$ cat src/rtl/core/bfba_pkg.sv
package bfba_pkg;

   // Default table geometry.
   localparam int DEFAULT_NUM_BLOCKS = 16;
   localparam int DEFAULT_SIZE_BITS  = 16;

   // Fixed widths of the request and response fields.
   localparam int ENTRY_BITS       = 4;
   localparam int FIELD_SIZE_BITS  = 16;
   localparam int BLOCK_INDEX_BITS = 4;
   localparam int LEFTOVER_BITS    = 16;

   // Request operation codes.
   localparam logic OP_LOAD    = 1'b0;
   localparam logic OP_REQUEST = 1'b1;

   // Control part of the search token that walks down the cell chain.
   typedef struct packed {
      logic valid;
      logic found;
   } tok_ctl_type;

endpackage

$ cat src/rtl/core/bfba_req_if.sv
interface bfba_req_if;
   logic                                 valid;
   logic                                 ready;
   logic                                 op;
   logic [bfba_pkg::ENTRY_BITS-1:0]      entry_index;
   logic [bfba_pkg::FIELD_SIZE_BITS-1:0] size_value;

   modport source (output valid, output op, output entry_index, output size_value,
                   input ready);
   modport sink   (input valid, input op, input entry_index, input size_value,
                   output ready);
endinterface

$ cat src/rtl/core/bfba_rsp_if.sv
interface bfba_rsp_if;
   logic                                  valid;
   logic                                  ready;
   logic                                  granted;
   logic [bfba_pkg::BLOCK_INDEX_BITS-1:0] block_index;
   logic [bfba_pkg::LEFTOVER_BITS-1:0]    leftover;

   modport source (output valid, output granted, output block_index, output leftover,
                   input ready);
   modport sink   (input valid, input granted, input block_index, input leftover,
                   output ready);
endinterface

$ cat src/rtl/core/best_fit_block_allocator_core.sv
// Best-fit block allocator. The block keeps a table of NUM_BLOCKS entries, each
// with a block size and loaded/allocated marks. A load request (op = load) writes
// one entry's size and marks it loaded and free; it produces no response, and a
// load whose entry_index lies beyond the table is dropped. An allocation request
// finds the loaded, free block whose size is at least the requested size and
// leaves the least space, the lowest index winning a tie, marks it allocated and
// returns granted, block_index and leftover; when nothing fits the response is
// not granted with block_index and leftover zero. Each table entry lives in one
// cell of a chain, and a search token moves one cell per cycle; the result is
// captured from the last cell into a result register and then into the response
// register once the response channel is free. While an allocation is in flight
// no new request is accepted; a load may be accepted while an earlier response
// still waits on the response channel.
module best_fit_block_allocator_core #(
   parameter int NUM_BLOCKS = bfba_pkg::DEFAULT_NUM_BLOCKS,
   parameter int SIZE_BITS  = bfba_pkg::DEFAULT_SIZE_BITS
) (
   input logic        clock,
   input logic        reset,
   bfba_req_if.sink   req_if,
   bfba_rsp_if.source rsp_if
);

   localparam int IDX_BITS = $clog2(NUM_BLOCKS);

   // Controller states.
   localparam logic [1:0] ST_IDLE   = 2'd0;
   localparam logic [1:0] ST_SEARCH = 2'd1;
   localparam logic [1:0] ST_OUTPUT = 2'd2;

   logic [1:0] state_ff, state_in;

   // Requested size held to SIZE_BITS bits, whatever the field width.
   logic [31:0]          req_size_wide;
   logic [SIZE_BITS-1:0] req_size;

   logic req_fire;
   logic load_en;
   logic search_start;

   // Token chain: entry 0 is the launch point, entry i+1 the output of cell i.
   bfba_pkg::tok_ctl_type chain_ctl  [0:NUM_BLOCKS];
   logic [IDX_BITS-1:0]   chain_idx  [0:NUM_BLOCKS];
   logic [SIZE_BITS-1:0]  chain_left [0:NUM_BLOCKS];
   logic [SIZE_BITS-1:0]  chain_size [0:NUM_BLOCKS];

   // Search result captured from the end of the chain.
   logic                 res_found_ff, res_found_in;
   logic [IDX_BITS-1:0]  res_idx_ff, res_idx_in;
   logic [SIZE_BITS-1:0] res_left_ff, res_left_in;

   // Response output register.
   logic                                  rsp_valid_ff, rsp_valid_in;
   logic                                  rsp_granted_ff, rsp_granted_in;
   logic [bfba_pkg::BLOCK_INDEX_BITS-1:0] rsp_index_ff, rsp_index_in;
   logic [bfba_pkg::LEFTOVER_BITS-1:0]    rsp_left_ff, rsp_left_in;

   logic [31:0] res_idx_wide;
   logic [31:0] res_left_wide;
   logic        out_free;
   logic        alloc_en;

   assign req_size_wide = 32'(req_if.size_value);
   assign req_size      = req_size_wide[SIZE_BITS-1:0];

   // New requests are taken only when no allocation is in flight.
   assign req_if.ready  = (state_ff == ST_IDLE);
   assign req_fire      = req_if.valid && req_if.ready;
   assign load_en       = req_fire && (req_if.op == bfba_pkg::OP_LOAD);
   assign search_start  = req_fire && (req_if.op == bfba_pkg::OP_REQUEST);

   // Launch a fresh token carrying the requested size and an empty best choice.
   assign chain_ctl[0].valid = search_start;
   assign chain_ctl[0].found = 1'b0;
   assign chain_idx[0]       = '0;
   assign chain_left[0]      = '0;
   assign chain_size[0]      = req_size;

   genvar gi;
   generate
      for (gi = 0; gi < NUM_BLOCKS; gi++) begin : g_cell
         bfba_cell #(
            .CELL_INDEX (gi),
            .IDX_BITS   (IDX_BITS),
            .SIZE_BITS  (SIZE_BITS)
         ) u_cell (
            .clock       (clock),
            .reset       (reset),
            .load_en     (load_en),
            .load_index  (req_if.entry_index),
            .load_size   (req_size),
            .alloc_en    (alloc_en),
            .alloc_index (res_idx_ff),
            .in_ctl      (chain_ctl[gi]),
            .in_idx      (chain_idx[gi]),
            .in_left     (chain_left[gi]),
            .in_size     (chain_size[gi]),
            .out_ctl     (chain_ctl[gi+1]),
            .out_idx     (chain_idx[gi+1]),
            .out_left    (chain_left[gi+1]),
            .out_size    (chain_size[gi+1])
         );
      end
   endgenerate

   assign res_idx_wide  = 32'(res_idx_ff);
   assign res_left_wide = 32'(res_left_ff);
   assign out_free      = !rsp_valid_ff || rsp_if.ready;

   always_comb begin
      state_in       = state_ff;
      res_found_in   = res_found_ff;
      res_idx_in     = res_idx_ff;
      res_left_in    = res_left_ff;
      rsp_valid_in   = rsp_valid_ff && !rsp_if.ready;
      rsp_granted_in = rsp_granted_ff;
      rsp_index_in   = rsp_index_ff;
      rsp_left_in    = rsp_left_ff;
      alloc_en       = 1'b0;
      case (state_ff)
         ST_IDLE: begin
            if (search_start) begin
               state_in = ST_SEARCH;
            end
         end
         ST_SEARCH: begin
            // The token leaves the last cell holding the best fit of the whole table.
            if (chain_ctl[NUM_BLOCKS].valid) begin
               res_found_in = chain_ctl[NUM_BLOCKS].found;
               res_idx_in   = chain_idx[NUM_BLOCKS];
               res_left_in  = chain_left[NUM_BLOCKS];
               state_in     = ST_OUTPUT;
            end
         end
         ST_OUTPUT: begin
            // Present the response and claim the block in the same cycle, so the
            // next search already sees the entry as allocated.
            if (out_free) begin
               rsp_valid_in   = 1'b1;
               rsp_granted_in = res_found_ff;
               rsp_index_in   = res_found_ff ?
                                res_idx_wide[bfba_pkg::BLOCK_INDEX_BITS-1:0] : '0;
               rsp_left_in    = res_found_ff ?
                                res_left_wide[bfba_pkg::LEFTOVER_BITS-1:0] : '0;
               alloc_en       = res_found_ff;
               state_in       = ST_IDLE;
            end
         end
         default: begin
            state_in = ST_IDLE;
         end
      endcase
   end

   always_ff @(posedge clock) begin
      if (reset) begin
         state_ff     <= ST_IDLE;
         rsp_valid_ff <= 1'b0;
      end else begin
         state_ff     <= state_in;
         rsp_valid_ff <= rsp_valid_in;
      end
   end

   always_ff @(posedge clock) begin
      res_found_ff   <= res_found_in;
      res_idx_ff     <= res_idx_in;
      res_left_ff    <= res_left_in;
      rsp_granted_ff <= rsp_granted_in;
      rsp_index_ff   <= rsp_index_in;
      rsp_left_ff    <= rsp_left_in;
   end

   assign rsp_if.valid       = rsp_valid_ff;
   assign rsp_if.granted     = rsp_granted_ff;
   assign rsp_if.block_index = rsp_index_ff;
   assign rsp_if.leftover    = rsp_left_ff;

endmodule

$ cat src/rtl/core/bfba_cell.sv
// One table entry plus one stage of the search token pipeline.
module bfba_cell #(
   parameter int CELL_INDEX = 0,
   parameter int IDX_BITS   = 4,
   parameter int SIZE_BITS  = bfba_pkg::DEFAULT_SIZE_BITS
) (
   input  logic                              clock,
   input  logic                              reset,
   input  logic                              load_en,
   input  logic [bfba_pkg::ENTRY_BITS-1:0]   load_index,
   input  logic [SIZE_BITS-1:0]              load_size,
   input  logic                              alloc_en,
   input  logic [IDX_BITS-1:0]               alloc_index,
   input  bfba_pkg::tok_ctl_type             in_ctl,
   input  logic [IDX_BITS-1:0]               in_idx,
   input  logic [SIZE_BITS-1:0]              in_left,
   input  logic [SIZE_BITS-1:0]              in_size,
   output bfba_pkg::tok_ctl_type             out_ctl,
   output logic [IDX_BITS-1:0]               out_idx,
   output logic [SIZE_BITS-1:0]              out_left,
   output logic [SIZE_BITS-1:0]              out_size
);

   logic [SIZE_BITS-1:0]  size_ff;
   logic                  loaded_ff;
   logic                  alloc_ff;
   bfba_pkg::tok_ctl_type ctl_ff, ctl_in;
   logic [IDX_BITS-1:0]   idx_ff, idx_in;
   logic [SIZE_BITS-1:0]  left_ff, left_in;
   logic [SIZE_BITS-1:0]  reqsz_ff;

   logic                  load_hit;
   logic                  alloc_hit;
   logic                  fits;
   logic                  take;
   logic [SIZE_BITS-1:0]  left;

   assign load_hit  = load_en && (32'(load_index) == 32'(CELL_INDEX));
   assign alloc_hit = alloc_en && (alloc_index == IDX_BITS'(CELL_INDEX));

   assign fits = loaded_ff && !alloc_ff && (size_ff >= in_size);
   assign left = size_ff - in_size;
   assign take = in_ctl.valid && fits && (!in_ctl.found || (left < in_left));

   always_comb begin
      ctl_in.valid = in_ctl.valid;
      ctl_in.found = in_ctl.found || take;
      idx_in       = take ? IDX_BITS'(CELL_INDEX) : in_idx;
      left_in      = take ? left : in_left;
   end

   always_ff @(posedge clock) begin
      if (reset) begin
         loaded_ff <= 1'b0;
         alloc_ff  <= 1'b0;
         ctl_ff    <= '0;
      end else begin
         ctl_ff <= ctl_in;
         if (load_hit) begin
            loaded_ff <= 1'b1;
            alloc_ff  <= 1'b0;
         end else if (alloc_hit) begin
            alloc_ff <= 1'b1;
         end
      end
   end

   always_ff @(posedge clock) begin
      if (load_hit) begin
         size_ff <= load_size;
      end
      idx_ff   <= idx_in;
      left_ff  <= left_in;
      reqsz_ff <= in_size;
   end

   assign out_ctl  = ctl_ff;
   assign out_idx  = idx_ff;
   assign out_left = left_ff;
   assign out_size = reqsz_ff;

endmodule

$ cat src/flat_wrapper.sv
// flat-port wrapper written by rule: the top's interface ports become plain ports
module best_fit_block_allocator_core_flat 
#(
   parameter int NUM_BLOCKS = bfba_pkg::DEFAULT_NUM_BLOCKS,
   parameter int SIZE_BITS  = bfba_pkg::DEFAULT_SIZE_BITS
)
  (clock, reset, req_if_valid, req_if_op, req_if_entry_index, req_if_size_value, req_if_ready, rsp_if_valid, rsp_if_granted, rsp_if_block_index, rsp_if_leftover, rsp_if_ready);
  bfba_req_if req_if_i ();
  bfba_rsp_if rsp_if_i ();
  input logic clock;
  input logic reset;
  input wire logic [$bits(req_if_i.valid)-1:0] req_if_valid;
  input wire logic [$bits(req_if_i.op)-1:0] req_if_op;
  input wire logic [$bits(req_if_i.entry_index)-1:0] req_if_entry_index;
  input wire logic [$bits(req_if_i.size_value)-1:0] req_if_size_value;
  output wire logic [$bits(req_if_i.ready)-1:0] req_if_ready;
  output wire logic [$bits(rsp_if_i.valid)-1:0] rsp_if_valid;
  output wire logic [$bits(rsp_if_i.granted)-1:0] rsp_if_granted;
  output wire logic [$bits(rsp_if_i.block_index)-1:0] rsp_if_block_index;
  output wire logic [$bits(rsp_if_i.leftover)-1:0] rsp_if_leftover;
  input wire logic [$bits(rsp_if_i.ready)-1:0] rsp_if_ready;
  assign req_if_i.valid = req_if_valid;
  assign req_if_i.op = req_if_op;
  assign req_if_i.entry_index = req_if_entry_index;
  assign req_if_i.size_value = req_if_size_value;
  assign req_if_ready = req_if_i.ready;
  assign rsp_if_valid = rsp_if_i.valid;
  assign rsp_if_granted = rsp_if_i.granted;
  assign rsp_if_block_index = rsp_if_i.block_index;
  assign rsp_if_leftover = rsp_if_i.leftover;
  assign rsp_if_i.ready = rsp_if_ready;
  best_fit_block_allocator_core #(.NUM_BLOCKS(NUM_BLOCKS), .SIZE_BITS(SIZE_BITS)) u_core (.clock(clock), .reset(reset), .req_if(req_if_i), .rsp_if(rsp_if_i));
endmodule
$ cat config.mk
export PLATFORM = sky130hd
export DESIGN_NAME = best_fit_block_allocator_core_flat
export DESIGN_NICKNAME = d
export VERILOG_FILES = /design/src/rtl/core/bfba_pkg.sv /design/src/rtl/core/bfba_req_if.sv /design/src/rtl/core/bfba_rsp_if.sv /design/src/rtl/core/best_fit_block_allocator_core.sv /design/src/rtl/core/bfba_cell.sv /design/src/flat_wrapper.sv
export SDC_FILE = /design/constraint.sdc
export NUM_CORES = 1
export LEC_CHECK = 0
export CAP_MARGIN = 20
export CORE_MARGIN = 5
export CORE_UTILIZATION = 30
export CTS_CLUSTER_DIAMETER = 80
export DETAILED_ROUTE_END_ITERATION = 8
export DONT_BUFFER_PORTS = 1
export PLACE_DENSITY = 0.55
export SLEW_MARGIN = 30
export SYNTH_ARGS = -nofsm -noshare
export SYNTH_HDL_FRONTEND = slang
export SYNTH_SLANG_ARGS = --single-unit
$ cat constraint.sdc
create_clock -name clock -period 11.4 [get_ports clock]
set_input_delay 1.14 -clock clock [delete_from_list [all_inputs] [get_ports clock]]
set_output_delay 1.14 -clock clock [all_outputs]
set_load 0.01 [all_outputs]
==> out/metrics.yaml, run 1 <==
p_per_area_mw_per_mm2: 145
rrSetupSlack_ns: 6.55
ant_nets: 0
nNetsFinal: 4821
wl_per_cell_um: 17.8
fin_ws_ns: 6.55
clock_sinks: 910
synth_top_area_share_pct: 27.4
critPathArrivalTime_ns: 5.44
worst_skew_pair.late_latency_ns: 0.70
grt_pass1_vias: 28800
layout_common_cells: "dfxtp_1, inv_1, ha_1, edfxtp_1, a21oi_1"
async_flop_share_pct: 0
grt_pass1_wl_um: 170000
track_usage_pct: 13.9
hold_start: "u_core.g_cell[1].u_cell.out_size[4]"
grt_start_max_net_pins: 68
gr-total-overflow: 0
synth_area_per_cell_sq_um: 10.5
ys_top_cells_by_area: "dfxtp_1, edfxtp_1, ha_1, inv_1, mux2_2"
holdPathStages: 0
tightest_slew_ns: 1.12
whs_endpoint: "u_core.g_cell[2].u_cell.out_size[4]"
ys_warn_count: 0
ys_ff_latch: 910
cts-buffers-inserted: 98
stdcell_area_sq_mm: 0.0503
synth_cells: 4245
syn2layout_area_growth_pct: 12.5
vias: 30200
synth_seq_area_share_pct: 47.5
rows: 141
io_buffers: 0
placed_area_sq_mm: 0.0470
worstPathMaxFanout: 20
power.total_mw: 7.29
holdBufCountCts: 0
synth_edf_count: 298
tns_ns: 0
fin_skew_ns: 0.0349
worstHoldPathType: "reg2reg"
r2r-start: "u_core.g_cell[10].u_cell.size_ff[1]"
grt_setup_unrepaired: "no"
startpoint_type: "register"
cts_tree: "done"
path_clk_slew_ns: 0.06
drc: 0
yosysTopAreaCell: "dfxtp_1"
r2r-end: "u_core.g_cell[10].u_cell.out_left[2]"
r2r_cells: 15
synth_fp_nets: 4767
pin_count: 48
gp_congestion: 0.820
ctsResizeCount: 0
max_freq_mhz: 206
fin_crit_sh_pct: 42.6
vdd_drop_max_mv: 0.106
start_util_pct: 30.2
post_cts_buffers: 0
cap_viol_max_count: 0
h-tree-depth: 3
core_sq_mm: 0.148
status: "completed"
wirelength_um: 112000
path_class: "reg2reg"
fin_crit_ns: 4.85
cts_root_buf: "clkbuf_16"
post-place-ws_ns: 6.68
relSlewSlack_pct: 25.3
antenna_found_initial: 6
ys.flop_type: "dfxtp_1"
fp.dieW_um: 396
synth.distinct_cells: 89
drtIter0Drc: 2182
dp_hpwl_um: 84900
drt_pass1_iterations: 8
clockBufferDepth: 3
drv_slew: 0
final_common_cell: "dfxtp_1"
diodes: 0
setup_viol: 0
leakage_nw: 20.5
synth_area_sq_mm: 0.0447
hold_viol_final: 0
dieArea_sq_mm: 0.157
crit_required_ns: 11.99
cp-end-kind: "register"
layout-drive-gt1-share_pct: 10.0
viasPerCell: 4.78
die_y_um: 396
==> layout make-up <==
type | count | area [sq um]
clock inverters | 48 | 429
fillers | 14900 | 97600
clock buffers | 138 | 2820
repair buffers | 18 | 139
multi-input cells | 2680 | 21000
flip-flops and latches | 910 | 21200
well taps | 1930 | 2410
inverters | 591 | 2220
==> cells by family (layout without fill, tap and decap cells) <==
family	after synthesis	in the layout	synth area share, %
AO/OA/AOI/OAI	915	915	13.4
XOR/XNOR	173	173	3.39
adder cells (fa/ha/maj)	497	497	14.2
buffers and inverters	655	795	5.67
flip-flops	910	910	47.5
multiplexers	242	242	6.15
AND/OR/NAND/NOR	853	853	9.75
==> through the flow <==
stage | util (%) | hold WS [ns] | cells
after floorplan | - | 0.331 | 4245
after global placement | 31.8 | 0.335 | 6128
after detailed placement | 31.8 | 0.336 | 6128
after CTS | 34.0 | 0.344 | 6314
after global routing | 34.0 | 0.348 | 6315
final | 34.0 | 0.344 | 6315
==> where the power goes <==
group,switching [mW],internal [mW]
logic,0.389,0.291
clock network,1.36,1.81
registers,0.0412,3.40
==> metal layers <==
layer | GRT usage [%] | routed length [um]
met2 | 24.2 | 54400
met1 | 17.8 | 49800
met3 | 2.09 | 5250
met4 | 4.32 | 2900
met5 | 0 | 26
==> worst max path at each step <==
stage,startpoint,endpoint,cells past startpoint
after floorplan,u_core.g_cell[10].u_cell.size_ff[1],u_core.g_cell[10].u_cell.out_left[10],15
after global routing,u_core.g_cell[9].u_cell.out_size[1],u_core.g_cell[10].u_cell.out_left[2],16
final,u_core.g_cell[10].u_cell.size_ff[1],u_core.g_cell[10].u_cell.out_left[2],15
after detailed placement,u_core.g_cell[10].u_cell.size_ff[1],u_core.g_cell[10].u_cell.out_left[2],15
after CTS,u_core.g_cell[10].u_cell.size_ff[1],u_core.g_cell[10].u_cell.out_left[2],15
after global placement,u_core.g_cell[7].u_cell.out_size[0],u_core.g_cell[8].u_cell.out_left[6],14
==> worst max-delay path, cell delays in order (launching register included) <==
cell	delay, ns
edfxtp_1	0.39
ha_1	0.31
nor2b_1	0.14
o31a_1	0.28
o41ai_1	0.51
nor2b_1	0.32
or4b_1	0.46
o311ai_0	0.15
ha_1	0.32
a21o_1	0.18
a21oi_1	0.14
nor2b_1	0.06
a2111oi_0	0.54
o211ai_1	0.34
buf_4	0.30
mux2_2	0.29
==> registers in the layout, indices dropped and copies added (netlist names) <==
signal and cells:
u_core.g_cell.u_cell.loaded_ff 16, u_core.rsp_if.block_index 4, u_core.rsp_if.valid 1, u_core.res_left_ff 16
u_core.res_found_ff 1, u_core.g_cell.u_cell.size_ff 256, u_core.state_ff 2, u_core.rsp_if.leftover 16
u_core.g_cell.u_cell.out_ctl 32, u_core.g_cell.u_cell.out_idx 49, u_core.res_idx_ff 4, u_core.g_cell.u_cell.alloc_ff 16
u_core.rsp_if.granted 1, u_core.g_cell.u_cell.out_left 256, u_core.g_cell.u_cell.out_size 240
==> synth_stat cells (26+ instances only) <==
| master | instances |
|---|---|
| a211oi_1 | 26 |
| a21boi_0 | 26 |
| a21o_1 | 77 |
| a21oi_1 | 272 |
| a31oi_1 | 33 |
| and2_1 | 47 |
| and3_1 | 26 |
| clkbuf_1 | 37 |
| dfxtp_1 | 612 |
| edfxtp_1 | 298 |
| ha_1 | 481 |
| inv_1 | 591 |
| mux2_2 | 188 |
| mux2i_1 | 33 |
| nand2_1 | 155 |
| nand2b_1 | 47 |
| nand3_1 | 42 |
| nand4_1 | 45 |
| nor2_1 | 223 |
| nor2b_1 | 89 |
| nor3_1 | 76 |
| o21a_1 | 75 |
| o21ai_0 | 181 |
| o31a_1 | 30 |
| xnor2_1 | 123 |
| xor2_1 | 50 |
(Power assumes the default switching activity.)
==> run 2, diff against run 1 <==
--- a/config.mk
+++ b/config.mk
@@ -11,7 +11,7 @@
 export CTS_CLUSTER_DIAMETER = 80
 export DETAILED_ROUTE_END_ITERATION = 8
 export DONT_BUFFER_PORTS = 1
-export PLACE_DENSITY = 0.55
+export PLACE_DENSITY = 0.56
 export SLEW_MARGIN = 30
 export SYNTH_ARGS = -nofsm -noshare
 export SYNTH_HDL_FRONTEND = slang
==> constraint.sdc (replaced) <==
create_clock -name clock -period 4.37 [get_ports clock]
set_input_delay 0.437 -clock clock [delete_from_list [all_inputs] [get_ports clock]]
set_output_delay 0.437 -clock clock [all_outputs]
set_load 0.01 [all_outputs]
==> out/metrics.yaml, run 2 (synthesis results as in run 1) <==
status: "completed"
grt_setup_unrepaired: "no"
start_util_pct: 30.2
cap_viol_max_count: 0
pwr-share-comb_pct: 10.2
power.total_mw: 19.4
switchingPower_mw: 4.81
layout_common_cells: "dfxtp_1, inv_1, ha_1, edfxtp_1, a21oi_1"
final_util_pct: 34.7
clock_sinks: 910
hold_viol_final: 0
fillers: 14800
layout-drive-gt1-share_pct: 11.3
grt_pass1_vias: 29500
dp_hpwl_um: 85200
drv_slew: 0
grt_start_max_net_pins: 68
path_clk_slew_ns: 0.06
max_freq_mhz: 242
wl_per_cell_um: 18.7
rows: 141
cts_root_buf: "clkbuf_16"
fp.dieW_um: 396
pin_count: 48
h-tree-depth: 3
cts_tree: "done"
worstHoldPathType: "in2reg"
intPower_mw: 14.6
path_cells: "inv_1 > ha_1 > nor2b_1 > o21ai_0 > a21oi_2 > o31a_1 > nor2_1 > xnor2_1 > ha_1 > nand4_1 > nor3_1 > a21boi_0 > a2111oi_2 > o21ai_0 > a21boi_2 > buf_4 > mux2_2"
fin_skew_ns: 0.0287
die_y_um: 396
p_seq_share_pct: 46.2
fin_crit_sh_pct: 94.4
tightest_slew_ns: 1.02
wirelength_um: 120000
stdcell_area_sq_mm: 0.0513
post_cts_buffers: 0
syn2layout_area_growth_pct: 14.8
gr-total-overflow: 0
placed_area_sq_mm: 0.0473
nNetsFinal: 4897
track_usage_pct: 14.9
clockBufferDepth: 3
p_sw_share_pct: 24.8
p_per_area_mw_per_mm2: 379
setup_viol: 0
worst_skew_pair.late_latency_ns: 0.69
hold_slack_ns: 0.105
critPathArrivalTime_ns: 4.70
final_common_cell: "dfxtp_1"
leakage_nw: 21.0
vdd_drop_max_mv: 0.282
dieArea_sq_mm: 0.157
startpoint_type: "register"
fin_crit_ns: 4.13
gp_congestion: 0.846
max_stage_delay_ns: 0.41
slowest_stage: "a2111oi_2"
path_class: "reg2reg"
worstPathMaxFanout: 11
relSlewSlack_pct: 31.9
drt_pass1_iterations: 6
pwr-share-clk_pct: 43.6
io_buffers: 0
drc: 0
grt_pass1_wl_um: 180000
cp-end-kind: "register"
core_sq_mm: 0.148
viasPerCell: 4.83
vias: 30900
crit_required_ns: 4.95
drtIter0Drc: 2256
ant_nets: 0
cts-buffers-inserted: 98
antenna_found_initial: 18
-- run 2: cell count changes in the layout (fill, tap and decap cells not counted), moves of 5 or more --
| cell | before | now |
|---|---|---|
| buf_4 | 17 | 49 |
| buf_12 | 0 | 23 |
| dlygate4sd3_1 | 0 | 20 |
| a2111oi_0 | 20 | 15 |
| clkbuf_8 | 15 | 10 |
| o21ai_0 | 181 | 176 |
| o21ai_1 | 8 | 13 |
-- run 2: metrics by stage --
step	TNS, ns	worst slack [ns]	cells
6_report	0	0.244	6393
3_3_place_gp	-0.196	-0.0186	6168
2_1_floorplan	0	0.308	4245
3_5_place_dp	0	0.0604	6168
5_1_grt	0	0.0197	6393
4_1_cts	0	0.00937	6389
-- run 2: final timing paths --
| check | startpoint | end | slack, ns | depth (start not counted) |
|---|---|---|---|---|
| setup / recovery | u_core.g_cell[12].u_cell.out_size[2] | u_core.g_cell[13].u_cell.out_left[5] | 0.24 | 17 |
| hold / removal | reset | u_core.g_cell[15].u_cell.out_ctl[1] | 0.10 | 2 |
| setup reg to reg | u_core.g_cell[12].u_cell.out_size[2] | u_core.g_cell[13].u_cell.out_left[5] | 0.24 | 17 |
| hold reg to reg | u_core.g_cell[1].u_cell.out_size[11] | u_core.g_cell[2].u_cell.out_size[11] | 0.34 | 0 |
-- run 2: area by class of cell --
cell class / count / area [sq um] / share of cell area [%]
diodes: 4 / 10.0 / 0.0195
clock buffers: 132 / 2790 / 5.43
clock inverters: 52 / 523 / 1.02
inverters: 591 / 2220 / 4.33
multi-input cells: 2680 / 21100 / 41.1
flip-flops and latches: 910 / 21200 / 41.3
well taps: 1930 / 2410 / 4.71
repair buffers: 94 / 1070 / 2.08
-- run 2: critical path: cells and delay by family, from the launching register on --
kind | cells | cell delay [ns]
adders and majority gates | 2 | 0.63
xor gates and xnor gates | 1 | 0.16
and+or+nand+nor | 4 | 0.48
AOI/OAI and AO/OA | 7 | 1.74
buffers and inverters | 2 | 0.27
DFF | 1 | 0.39
muxes | 1 | 0.35
-- run 2: routing by layer --
layer  wire length [um]  global-route usage [%]
met1              52100                    18.9
met2              59300                    26.5
met3               5150                    1.87
met4               3170                    4.23
met5                  0                       0
-- run 2: power by group through the flow --
stage	combinational [mW]	sequential, mW	clock [mW]
4_1_cts	1.96	8.97	8.72
3_5_place_dp	1.77	9.16	0
2_1_floorplan	1.38	9.09	0
3_3_place_gp	1.74	9.16	0
6_report	1.98	8.97	8.48
5_1_grt	2.24	8.97	9.07
-- run 2: repair_timing --
item,4_1_cts,5_1_grt
hold buffers,37,0
resized for setup,0,26
hold endpoints to repair,341,0
endpoints found under the setup margin,0,138
